`config.mk`:
```
export PLATFORM = sky130hd
export DESIGN_NAME = positional_array_list_engine
export DESIGN_NICKNAME = d
export VERILOG_FILES = /design/src/rtl/pale_pkg.sv /design/src/rtl/pale_ram.sv /design/src/rtl/pale_seq.sv /design/src/rtl/positional_array_list_engine.sv
export VERILOG_INCLUDE_DIRS = /design/src /design/src/rtl
export SDC_FILE = /design/constraint.sdc
export NUM_CORES = 2
export LEC_CHECK = 0
export BUFFER_PORTS_ARGS = -buffer_cell sky130_fd_sc_hd__buf_2
export CAP_MARGIN = 20
export CORE_UTILIZATION = 49
export DETAILED_ROUTE_END_ITERATION = 12
export GPL_TIMING_DRIVEN = 0
export MAX_ROUTING_LAYER = met4
export PLACE_DENSITY = 0.69
export SETUP_SLACK_MARGIN = 0.2
export SKIP_LAST_GASP = 1
export SLEW_MARGIN = 20
export SYNTH_ARGS = -nofsm -noshare
export SYNTH_HDL_FRONTEND = slang
export SYNTH_HIERARCHICAL = 1
export SYNTH_SLANG_ARGS = --single-unit
```
`constraint.sdc`:
```
create_clock -name clock -period 10.79 [get_ports clock]
set_clock_uncertainty 0.1 [all_clocks]
set_input_delay 3.237 -clock clock [delete_from_list [all_inputs] [get_ports clock]]
set_output_delay 3.237 -clock clock [all_outputs]
set_load 0.02 [all_outputs]
```
`src/rtl/positional_array_list_engine_defines.svh`:
```
// assertion macros for the positional array list engine
`ifndef POSITIONAL_ARRAY_LIST_ENGINE_DEFINES_SVH
`define POSITIONAL_ARRAY_LIST_ENGINE_DEFINES_SVH

// same-cycle implication
`define PALE_ASSERT_HOLDS(label, clk, rst, ante, cons, msg) \
   label: assert property (@(posedge clk) disable iff (rst) (ante) |-> (cons)) \
      else $error(msg);

// next-cycle implication
`define PALE_ASSERT_NEXT(label, clk, rst, ante, cons, msg) \
   label: assert property (@(posedge clk) disable iff (rst) (ante) |=> (cons)) \
      else $error(msg);

`endif

```
`src/rtl/pale_pkg.sv`:
```
// types and codes shared by the positional array list engine
`timescale 1ns / 1ps

package pale_pkg;

   // command codes
   typedef enum logic [2:0] {
      OP_CLEAR   = 3'd0,
      OP_APPEND  = 3'd1,
      OP_DISPLAY = 3'd2,
      OP_INSERT  = 3'd3,
      OP_DELETE  = 3'd4,
      OP_SEARCH  = 3'd5
   } opcode_type;

   // result status codes
   typedef enum logic [2:0] {
      STAT_OK        = 3'd0,
      STAT_BAD_POS   = 3'd1,
      STAT_NOT_FOUND = 3'd2,
      STAT_EMPTY     = 3'd3,
      STAT_FULL      = 3'd4,
      STAT_BAD_OP    = 3'd5
   } status_type;

   // sequencer states
   typedef enum logic [3:0] {
      ST_IDLE,
      ST_DISP_RD,
      ST_DISP_OUT,
      ST_INS_RD,
      ST_INS_WR,
      ST_DEL_RD,
      ST_DEL_WR,
      ST_SRCH_RD,
      ST_SRCH_CMP
   } seq_state_type;

   // request payload
   typedef struct packed {
      opcode_type         opcode;
      logic [7:0]         position;
      logic signed [31:0] data_value;
   } req_type;

   // result payload
   typedef struct packed {
      status_type         status;
      logic signed [31:0] value_out;
      logic [6:0]         position_out;
      logic [6:0]         count_out;
      logic               last;
   } rsp_type;

   // one result from the sequencer
   typedef struct packed {
      logic    valid;
      rsp_type rsp;
   } emit_type;

endpackage

```
`src/rtl/pale_ram.sv`:
```
// generic simple dual-port ram with registered read
`timescale 1ns / 1ps

module pale_ram #(
   parameter int WIDTH = 32,
   parameter int DEPTH = 64,
   parameter int AW    = (DEPTH > 1) ? $clog2(DEPTH) : 1
) (
   input  logic             clock,
   input  logic             wr_en,
   input  logic [AW-1:0]    wr_addr,
   input  logic [WIDTH-1:0] wr_data,
   input  logic [AW-1:0]    rd_addr,
   output logic [WIDTH-1:0] rd_data
);

   logic [WIDTH-1:0] mem [DEPTH];
   logic [WIDTH-1:0] rd_data_ff;

   // write port and registered read port
   always_ff @(posedge clock) begin
      if (wr_en) begin
         mem[wr_addr] <= wr_data;
      end
      rd_data_ff <= mem[rd_addr];
   end

   assign rd_data = rd_data_ff;

endmodule

```
`src/rtl/pale_seq.sv`:
```
// command sequencer: walks the element ram with one shared index counter
`timescale 1ns / 1ps
`include "positional_array_list_engine_defines.svh"

module pale_seq #(
   parameter int DEPTH = 64,
   parameter int AW    = (DEPTH > 1) ? $clog2(DEPTH) : 1,
   parameter int CW    = $clog2(DEPTH + 1)
) (
   input  logic               clock,
   input  logic               reset,
   input  logic               start,
   input  pale_pkg::req_type  req,
   output logic               busy,
   output pale_pkg::emit_type emit,
   output logic               wr_en,
   output logic [AW-1:0]      wr_addr,
   output logic [31:0]        wr_data,
   output logic [AW-1:0]      rd_addr,
   input  logic [31:0]        rd_data
);

   localparam int CMPW = ((CW > 8) ? CW : 8) + 1;
   localparam logic [CMPW-1:0] DEPTH_EXT = CMPW'(DEPTH);
   localparam logic [CMPW-1:0] ONE_EXT = CMPW'(1);

   pale_pkg::seq_state_type state_ff, state_in;
   logic [CW-1:0] count_ff, count_in;
   logic [CW-1:0] idx_ff, idx_in;
   logic [7:0]    pos_ff, pos_in;
   logic [31:0]   key_ff, key_in;

   logic [CMPW-1:0] req_pos_ext, req_pos_m1, pos_ext, pos_m1, cnt_ext, idx_ext, idx_p1_ext;
   logic [CW-1:0]   idx_p1, idx_m1;
   logic            ins_bad, del_bad, list_full;

   // shared index arithmetic and position checks
   assign req_pos_ext = CMPW'(req.position);
   assign req_pos_m1  = req_pos_ext - ONE_EXT;
   assign pos_ext     = CMPW'(pos_ff);
   assign pos_m1      = pos_ext - ONE_EXT;
   assign cnt_ext     = CMPW'(count_ff);
   assign idx_ext     = CMPW'(idx_ff);
   assign idx_p1      = idx_ff + CW'(1);
   assign idx_m1      = idx_ff - CW'(1);
   assign idx_p1_ext  = CMPW'(idx_p1);
   assign list_full   = cnt_ext >= DEPTH_EXT;
   assign ins_bad     = (req.position == 8'd0) || (req_pos_ext > cnt_ext + ONE_EXT);
   assign del_bad     = (req.position == 8'd0) || (req_pos_ext > cnt_ext);

   assign busy = state_ff != pale_pkg::ST_IDLE;

   // state and list registers
   always_ff @(posedge clock) begin
      if (reset) begin
         state_ff <= pale_pkg::ST_IDLE;
         count_ff <= '0;
      end else begin
         state_ff <= state_in;
         count_ff <= count_in;
      end
      idx_ff <= idx_in;
      pos_ff <= pos_in;
      key_ff <= key_in;
   end

   // next state, memory control and result generation
   always_comb begin
      state_in = state_ff;
      count_in = count_ff;
      idx_in   = idx_ff;
      pos_in   = pos_ff;
      key_in   = key_ff;
      wr_en    = 1'b0;
      wr_addr  = idx_ff[AW-1:0];
      wr_data  = rd_data;
      rd_addr  = idx_ff[AW-1:0];
      emit     = '0;
      emit.rsp.last = 1'b1;

      case (state_ff)
         pale_pkg::ST_IDLE: begin
            if (start) begin
               pos_in = req.position;
               key_in = req.data_value;
               case (req.opcode)
                  pale_pkg::OP_CLEAR: begin
                     count_in   = '0;
                     emit.valid = 1'b1;
                  end
                  pale_pkg::OP_APPEND: begin
                     emit.valid = 1'b1;
                     if (list_full) begin
                        emit.rsp.status = pale_pkg::STAT_FULL;
                     end else begin
                        wr_en    = 1'b1;
                        wr_addr  = count_ff[AW-1:0];
                        wr_data  = req.data_value;
                        count_in = count_ff + CW'(1);
                     end
                  end
                  pale_pkg::OP_DISPLAY: begin
                     if (count_ff == '0) begin
                        emit.valid      = 1'b1;
                        emit.rsp.status = pale_pkg::STAT_EMPTY;
                     end else begin
                        idx_in   = '0;
                        state_in = pale_pkg::ST_DISP_RD;
                     end
                  end
                  pale_pkg::OP_INSERT: begin
                     if (ins_bad) begin
                        emit.valid      = 1'b1;
                        emit.rsp.status = pale_pkg::STAT_BAD_POS;
                     end else if (list_full) begin
                        emit.valid      = 1'b1;
                        emit.rsp.status = pale_pkg::STAT_FULL;
                     end else begin
                        idx_in   = count_ff;
                        state_in = pale_pkg::ST_INS_RD;
                     end
                  end
                  pale_pkg::OP_DELETE: begin
                     if (del_bad) begin
                        emit.valid      = 1'b1;
                        emit.rsp.status = pale_pkg::STAT_BAD_POS;
                     end else begin
                        idx_in   = CW'(req_pos_m1);
                        state_in = pale_pkg::ST_DEL_RD;
                     end
                  end
                  pale_pkg::OP_SEARCH: begin
                     idx_in   = '0;
                     state_in = pale_pkg::ST_SRCH_RD;
                  end
                  default: begin
                     emit.valid      = 1'b1;
                     emit.rsp.status = pale_pkg::STAT_BAD_OP;
                  end
               endcase
            end
         end

         // display: read one element, then send it
         pale_pkg::ST_DISP_RD: begin
            rd_addr  = idx_ff[AW-1:0];
            state_in = pale_pkg::ST_DISP_OUT;
         end
         pale_pkg::ST_DISP_OUT: begin
            emit.valid            = 1'b1;
            emit.rsp.value_out    = rd_data;
            emit.rsp.position_out = 7'(idx_p1);
            emit.rsp.last         = idx_p1 == count_ff;
            if (idx_p1 == count_ff) begin
               state_in = pale_pkg::ST_IDLE;
            end else begin
               idx_in   = idx_p1;
               state_in = pale_pkg::ST_DISP_RD;
            end
         end

         // insert: move entries up from the end, then drop the value in
         pale_pkg::ST_INS_RD: begin
            if (idx_ext >= pos_ext) begin
               rd_addr  = idx_m1[AW-1:0];
               state_in = pale_pkg::ST_INS_WR;
            end else begin
               wr_en      = 1'b1;
               wr_addr    = AW'(pos_m1);
               wr_data    = key_ff;
               count_in   = count_ff + CW'(1);
               emit.valid = 1'b1;
               state_in   = pale_pkg::ST_IDLE;
            end
         end
         pale_pkg::ST_INS_WR: begin
            wr_en    = 1'b1;
            wr_addr  = idx_ff[AW-1:0];
            wr_data  = rd_data;
            idx_in   = idx_m1;
            state_in = pale_pkg::ST_INS_RD;
         end

         // delete: move entries down over the removed slot
         pale_pkg::ST_DEL_RD: begin
            if (idx_p1_ext < cnt_ext) begin
               rd_addr  = idx_p1[AW-1:0];
               state_in = pale_pkg::ST_DEL_WR;
            end else begin
               count_in   = count_ff - CW'(1);
               emit.valid = 1'b1;
               state_in   = pale_pkg::ST_IDLE;
            end
         end
         pale_pkg::ST_DEL_WR: begin
            wr_en    = 1'b1;
            wr_addr  = idx_ff[AW-1:0];
            wr_data  = rd_data;
            idx_in   = idx_p1;
            state_in = pale_pkg::ST_DEL_RD;
         end

         // search: read and compare one entry per pass
         pale_pkg::ST_SRCH_RD: begin
            if (idx_ext < cnt_ext) begin
               rd_addr  = idx_ff[AW-1:0];
               state_in = pale_pkg::ST_SRCH_CMP;
            end else begin
               emit.valid      = 1'b1;
               emit.rsp.status = pale_pkg::STAT_NOT_FOUND;
               state_in        = pale_pkg::ST_IDLE;
            end
         end
         pale_pkg::ST_SRCH_CMP: begin
            if (rd_data == key_ff) begin
               emit.valid            = 1'b1;
               emit.rsp.position_out = 7'(idx_p1);
               state_in              = pale_pkg::ST_IDLE;
            end else begin
               idx_in   = idx_p1;
               state_in = pale_pkg::ST_SRCH_RD;
            end
         end

         default: begin
            state_in = pale_pkg::ST_IDLE;
         end
      endcase

      emit.rsp.count_out = 7'(count_in);
   end

   // sequencer checks
   `PALE_ASSERT_HOLDS(a_count_bound, clock, reset, 1'b1, count_ff <= CW'(DEPTH), "count above depth")
   `PALE_ASSERT_HOLDS(a_write_in_list, clock, reset, wr_en, CW'(wr_addr) <= count_ff, "write past list end")
   `PALE_ASSERT_NEXT(a_last_ends_cmd, clock, reset, emit.valid && emit.rsp.last, state_ff == pale_pkg::ST_IDLE, "busy after final result")
   `PALE_ASSERT_NEXT(a_more_follows, clock, reset, emit.valid && !emit.rsp.last, state_ff == pale_pkg::ST_DISP_RD, "display walk stopped early")

endmodule

```
`src/rtl/positional_array_list_engine.sv`:
```
// top level of the positional array list engine
`timescale 1ns / 1ps

// Ordered list of up to DEPTH signed 32-bit values held in one element ram
// with a registered read port. A request is taken when start is high and
// busy is low. Clear, append, an invalid opcode and any rejected command
// (bad position, full list, display of an empty list) finish at once: the
// result appears on the cycle after the request and busy stays low.
// Every walk over the list goes through a single index counter and the one
// ram read port: display reads and sends each entry, insert and delete
// read and write each entry they move, search reads and compares entries
// in turn, and insert ends by writing the new value. Each result is
// registered and shown for exactly one cycle with rsp_strobe high; the
// receiver cannot stall, so it must take every result as it comes. Display
// gives one result per element, last set on the final one.

module positional_array_list_engine #(
   parameter int DEPTH = 64
) (
   input  logic              clock,
   input  logic              reset,
   input  logic              start,
   output logic              busy,
   input  pale_pkg::req_type req_data,
   output logic              rsp_strobe,
   output pale_pkg::rsp_type rsp_data
);

   localparam int AW = (DEPTH > 1) ? $clog2(DEPTH) : 1;
   localparam int CW = $clog2(DEPTH + 1);

   pale_pkg::emit_type emit;
   logic               wr_en;
   logic [AW-1:0]      wr_addr, rd_addr;
   logic [31:0]        wr_data, rd_data;
   logic               rsp_strobe_ff;
   pale_pkg::rsp_type  rsp_data_ff;

   // command sequencer
   pale_seq #(
      .DEPTH (DEPTH),
      .AW    (AW),
      .CW    (CW)
   ) u_seq (
      .clock   (clock),
      .reset   (reset),
      .start   (start),
      .req     (req_data),
      .busy    (busy),
      .emit    (emit),
      .wr_en   (wr_en),
      .wr_addr (wr_addr),
      .wr_data (wr_data),
      .rd_addr (rd_addr),
      .rd_data (rd_data)
   );

   // element store
   pale_ram #(
      .WIDTH (32),
      .DEPTH (DEPTH),
      .AW    (AW)
   ) u_store (
      .clock   (clock),
      .wr_en   (wr_en),
      .wr_addr (wr_addr),
      .wr_data (wr_data),
      .rd_addr (rd_addr),
      .rd_data (rd_data)
   );

   // result register
   always_ff @(posedge clock) begin
      if (reset) begin
         rsp_strobe_ff <= 1'b0;
      end else begin
         rsp_strobe_ff <= emit.valid;
      end
      rsp_data_ff <= emit.rsp;
   end

   assign rsp_strobe = rsp_strobe_ff;
   assign rsp_data   = rsp_data_ff;

endmodule

```
==> out/qor.json <==
{
  "netlist_cell_types": {"value": 79},
  "timing.critical_path.cells": {"value": "clkbuf_1 -> nand3_1 -> xor2_1 -> inv_1 -> ha_1 -> a211oi_1 -> o21bai_1 -> or2_2 -> nor2_1 -> nand2_1 -> o211ai_1 -> buf_2 -> buf_2 -> buf_2 -> buf_1 -> nand3b_1 -> o221ai_1 -> a21oi_1 -> a21oi_1 -> nor2_1"},
  "vias_per_cell": {"value": 6.58},
  "final_cell_mix": {"value": "sky130_fd_sc_hd__edfxtp_1 (2095), sky130_fd_sc_hd__mux4_2 (544), sky130_fd_sc_hd__clkbuf_16 (210), sky130_fd_sc_hd__buf_2 (170), sky130_fd_sc_hd__clkbuf_1 (134)"},
  "die-area": {"value": 175000, "unit": "um^2"},
  "total_power": {"value": 23.5, "unit": "mW"},
  "syn_area_per_cell": {"value": 21.1, "unit": "um^2"},
  "flow.area_growth_from_synthesis": {"value": 16.4, "unit": "%"},
  "ir_drop": {"value": 0.000195, "unit": "V"},
  "synth.top_cells.by_area": {"value": "sky130_fd_sc_hd__edfxtp_1 (74%), sky130_fd_sc_hd__mux4_2 (14%), sky130_fd_sc_hd__dfxtp_1 (2.2%)"},
  "final.fill_count": {"value": 12300},
  "first_iter_violations": {"value": 7665},
  "cts.repair_timing.setup_buffer_count": {"value": 0},
  "fin_setup_tns": {"value": 0, "unit": "ns"},
  "cellLeakagePower": {"value": 31.3, "unit": "nW"},
  "power_density": {"value": 237, "unit": "nW/um^2"},
  "critical-path-top-cell-by-count": {"value": "sky130_fd_sc_hd__buf_2"},
  "worst_pin_slew": {"value": 1.24, "unit": "ns"},
  "chipHeight": {"value": 419, "unit": "um"},
  "rsz0062_at_grt": {"value": "false"},
  "r2r_end": {"value": "u_store/rd_data[15]"},
  "synth.top_cell.area_share": {"value": 74.0, "unit": "%"},
  "postRouteAntennaNets": {"value": 0},
  "initial_core_util": {"value": 49.5, "unit": "%"},
  "final.min_clock_period": {"value": 7.51, "unit": "ns"},
  "number_of_buffers_added_to_fix_hold_violations_after_cts": {"value": 0},
  "grt_pass1_wl": {"value": 352000, "unit": "um"},
  "clockBufferDepth": {"value": 3},
  "maxCapViolations": {"value": 0},
  "place.port_buffers": {"value": 97},
  "die_width": {"value": 419, "unit": "um"},
  "detail_route.wirelength": {"value": 257000, "unit": "um"},
  "final-instance-count-excl-fill": {"value": 6974},
  "placed_area": {"value": 92200, "unit": "um^2"},
  "synth_area_leader_cell": {"value": "sky130_fd_sc_hd__edfxtp_1"},
  "critical-path-max-stage-delay": {"value": 0.91, "unit": "ns"},
  "cts_resized": {"value": 0},
  "synth_fp_nets": {"value": 4115},
  "groute.usage.overall": {"value": 30.4, "unit": "%"},
  "status": {"value": "completed"},
  "core": {"value": 172000, "unit": "um^2"},
  "tritoncts": {"value": "done"},
  "firstDrtPassIters": {"value": 6},
  "async_reset_ff_share": {"value": 0, "unit": "%"},
  "ys_seq_elements": {"value": 2189},
  "globalRouteOverflowTotal": {"value": 0},
  "post_syn_instances": {"value": 4026},
  "clock-sinks": {"value": 2189},
  "synth.yosys.seq_area_share": {"value": 76.2, "unit": "%"},
  "utilization": {"value": 57.6, "unit": "%"},
  "setup.worst_path.class": {"value": "reg2reg"},
  "root_buffer": {"value": "sky130_fd_sc_hd__clkbuf_16"},
  "synth_flop_cell": {"value": "sky130_fd_sc_hd__edfxtp_1"},
  "first_global_vias": {"value": 44300},
  "tritoncts.num_buffers": {"value": 207},
  "route.detailed.wl_per_inst": {"value": 36.9, "unit": "um"},
  "multi_input_comb_area": {"value": 19800, "unit": "um^2"},
  "gp_routability_congestion": {"value": 0.936},
  "layout_cell_share_with_drive_strength_beyond_1": {"value": 28.4, "unit": "%"},
  "number_of_rows_created_at_floorplan": {"value": 152},
  "grt_antenna_before_repair": {"value": 7},
  "worst_r2r_src": {"value": "u_seq/idx_ff[2]"},
  "critical_path_arrival": {"value": 8.09, "unit": "ns"},
  "dp.final_hpwl": {"value": 171000, "unit": "um"},
  "final-max-slew-violation-count": {"value": 0},
  "clkLatencyLatePin": {"value": 0.85, "unit": "ns"},
  "area.sequential": {"value": 64800, "unit": "um^2"},
  "hold_path_startpoint": {"value": "u_store/rd_data[4]"},
  "critPathMaxFanout": {"value": 10},
  "hold_violations": {"value": 0},
  "worst_ep_required_time": {"value": 11.36, "unit": "ns"},
  "dpl.cell_count": {"value": 6578},
  "max_freq": {"value": 0.133, "unit": "GHz"},
  "period_share": {"value": 69.6, "unit": "%"},
  "timing.final.setup_violations": {"value": 0},
  "timing.max_slew.rel_slack": {"value": 17.4, "unit": "%"},
  "clkTransAtPathRegs": {"value": 0.06, "unit": "ns"},
  "worstHoldPathCells": {"value": 1},
  "netlist_area": {"value": 85000, "unit": "um^2"},
  "timing.critical_path.from_type": {"value": "flip-flop"},
  "timing.hold.worst.class": {"value": "reg2reg"},
  "layout.cell_area.non_filler": {"value": 99000, "unit": "um^2"},
  "route.vias.total": {"value": 45900},
  "synth-edff-count": {"value": 2095},
  "worstHoldEndpoint": {"value": "rsp_data[19]"},
  "cp_max_delay_cell": {"value": "sky130_fd_sc_hd__buf_1"},
  "most_common_cell_after_layout_fill_and_taps_aside": {"value": "sky130_fd_sc_hd__edfxtp_1"},
  "finalNetCount": {"value": 4567},
  "r2r_cells": {"value": 20},
  "top_level_i_o_count": {"value": 98},
  "htree_num_levels": {"value": 4},
  "grt_start_max_net_pins": {"value": 65},
  "drt_drc_violations_left": {"value": 0},
  "reg2reg_slack": {"value": 3.28, "unit": "ns"},
  "end_kind": {"value": "flip-flop"},
  "synth_warnings": {"value": 6}
}
==> worst max path at each step <==
stage                    start                   to  slack [ns]  cells after the start
2_1_floorplan     req_data[41]   u_store/mem[49][0]        3.25                     10
5_1_grt           req_data[41]  u_store/mem[39][24]        3.22                     12
3_3_place_gp      req_data[42]  u_store/mem[49][12]       -0.58                     10
3_5_place_dp      req_data[42]  u_store/mem[39][29]        2.70                     12
4_1_cts           req_data[42]  u_store/mem[39][25]        3.55                     12
6_report       u_seq/idx_ff[2]  u_store/rd_data[15]        3.28                     20
==> worst max-delay path: cells and delay by family (launching register included) <==
kind	cells	cell delay [ns]
xor+xnor	1	0.24
buf+inv	6	2.80
flops	1	0.49
fa+ha+maj	1	0.31
simple gates	6	1.74
compound gates	6	1.60
==> kinds of logic (layout without fill, tap and decap cells) <==
group                      count (synthesis)  count (layout)  share of synthesized area [%]
buffers and inverters                    246             879                           1.37
muxes                                    639             639                           15.5
adders and majority gates                 43              43                          0.633
AOI/OAI and AO/OA                        360             360                           2.93
other                                      0               5                              0
and+or+nand+nor                          490             490                           2.75
xor gates and xnor gates                  59              59                          0.608
DFF                                     2189            2189                           76.2
==> registers in the layout (all words and copies together), names as in the netlist <==
name and count:
u_seq/count_ff 7, rsp_strobe 1, rsp_data 50, u_seq/state_ff 4, u_seq/key_ff 32, u_store/rd_data 32
u_store/mem 2048, u_seq/pos_ff 8, u_seq/idx_ff 7
==> report_power, final <==
part | total (mW) | internal, mW | switching [mW]
clock network | 7.20 | 4.04 | 3.17
logic | 5.51 | 1.65 | 3.86
registers | 10.8 | 10.6 | 0.144
==> layer usage <==
layer  track usage (%)  part of all wire [%]  up-vias  wire [um]
li1                  -                     -    17700          -
met1              38.7                    34    24000      88100
met2              45.6                    46     3520     119000
met3              6.92                    13      657      32900
met4              16.7                   6.7        0      17200
met5                 -                     0        -          0
==> synthesized netlist by cell type, types with 11 or more instances <==
master,n
sky130_fd_sc_hd__nor2_1,176
sky130_fd_sc_hd__and2_1,36
sky130_fd_sc_hd__dfxtp_1,94
sky130_fd_sc_hd__o221ai_1,35
sky130_fd_sc_hd__nand2b_1,11
sky130_fd_sc_hd__xnor2_1,52
sky130_fd_sc_hd__nand4_1,17
sky130_fd_sc_hd__nor3_1,18
sky130_fd_sc_hd__buf_4,26
sky130_fd_sc_hd__ha_1,43
sky130_fd_sc_hd__buf_2,71
sky130_fd_sc_hd__mux2i_1,94
sky130_fd_sc_hd__nand2_1,132
sky130_fd_sc_hd__o21ai_0,17
sky130_fd_sc_hd__a22oi_1,51
sky130_fd_sc_hd__inv_1,29
sky130_fd_sc_hd__edfxtp_1,2095
sky130_fd_sc_hd__nand3_1,24
sky130_fd_sc_hd__mux4_2,544
sky130_fd_sc_hd__buf_1,26
sky130_fd_sc_hd__clkbuf_1,86
sky130_fd_sc_hd__o22ai_1,86
sky130_fd_sc_hd__a21oi_1,87
sky130_fd_sc_hd__nor2b_1,22
==> cell type report <==
type | count | share of cell area, %
Antenna cell | 5 | 0.0126
Inverter | 30 | 0.114
Buffer | 216 | 1.08
Clock buffer | 277 | 5.64
Clock inverter | 113 | 1.14
Timing Repair Buffer | 243 | 3.68
Multi-Input combinational cell | 1591 | 20.0
Tap cell | 2310 | 2.92
Sequential cell | 2189 | 65.4
==> metrics by stage <==
stage	worst slack (ns)	hold WS, ns
4_1_cts	3.55	0.423
3_5_place_dp	2.70	0.415
2_1_floorplan	3.25	0.374
5_1_grt	3.22	0.435
6_report	3.28	0.418
3_3_place_gp	-0.575	0.409
(Power assumes the default switching activity.)
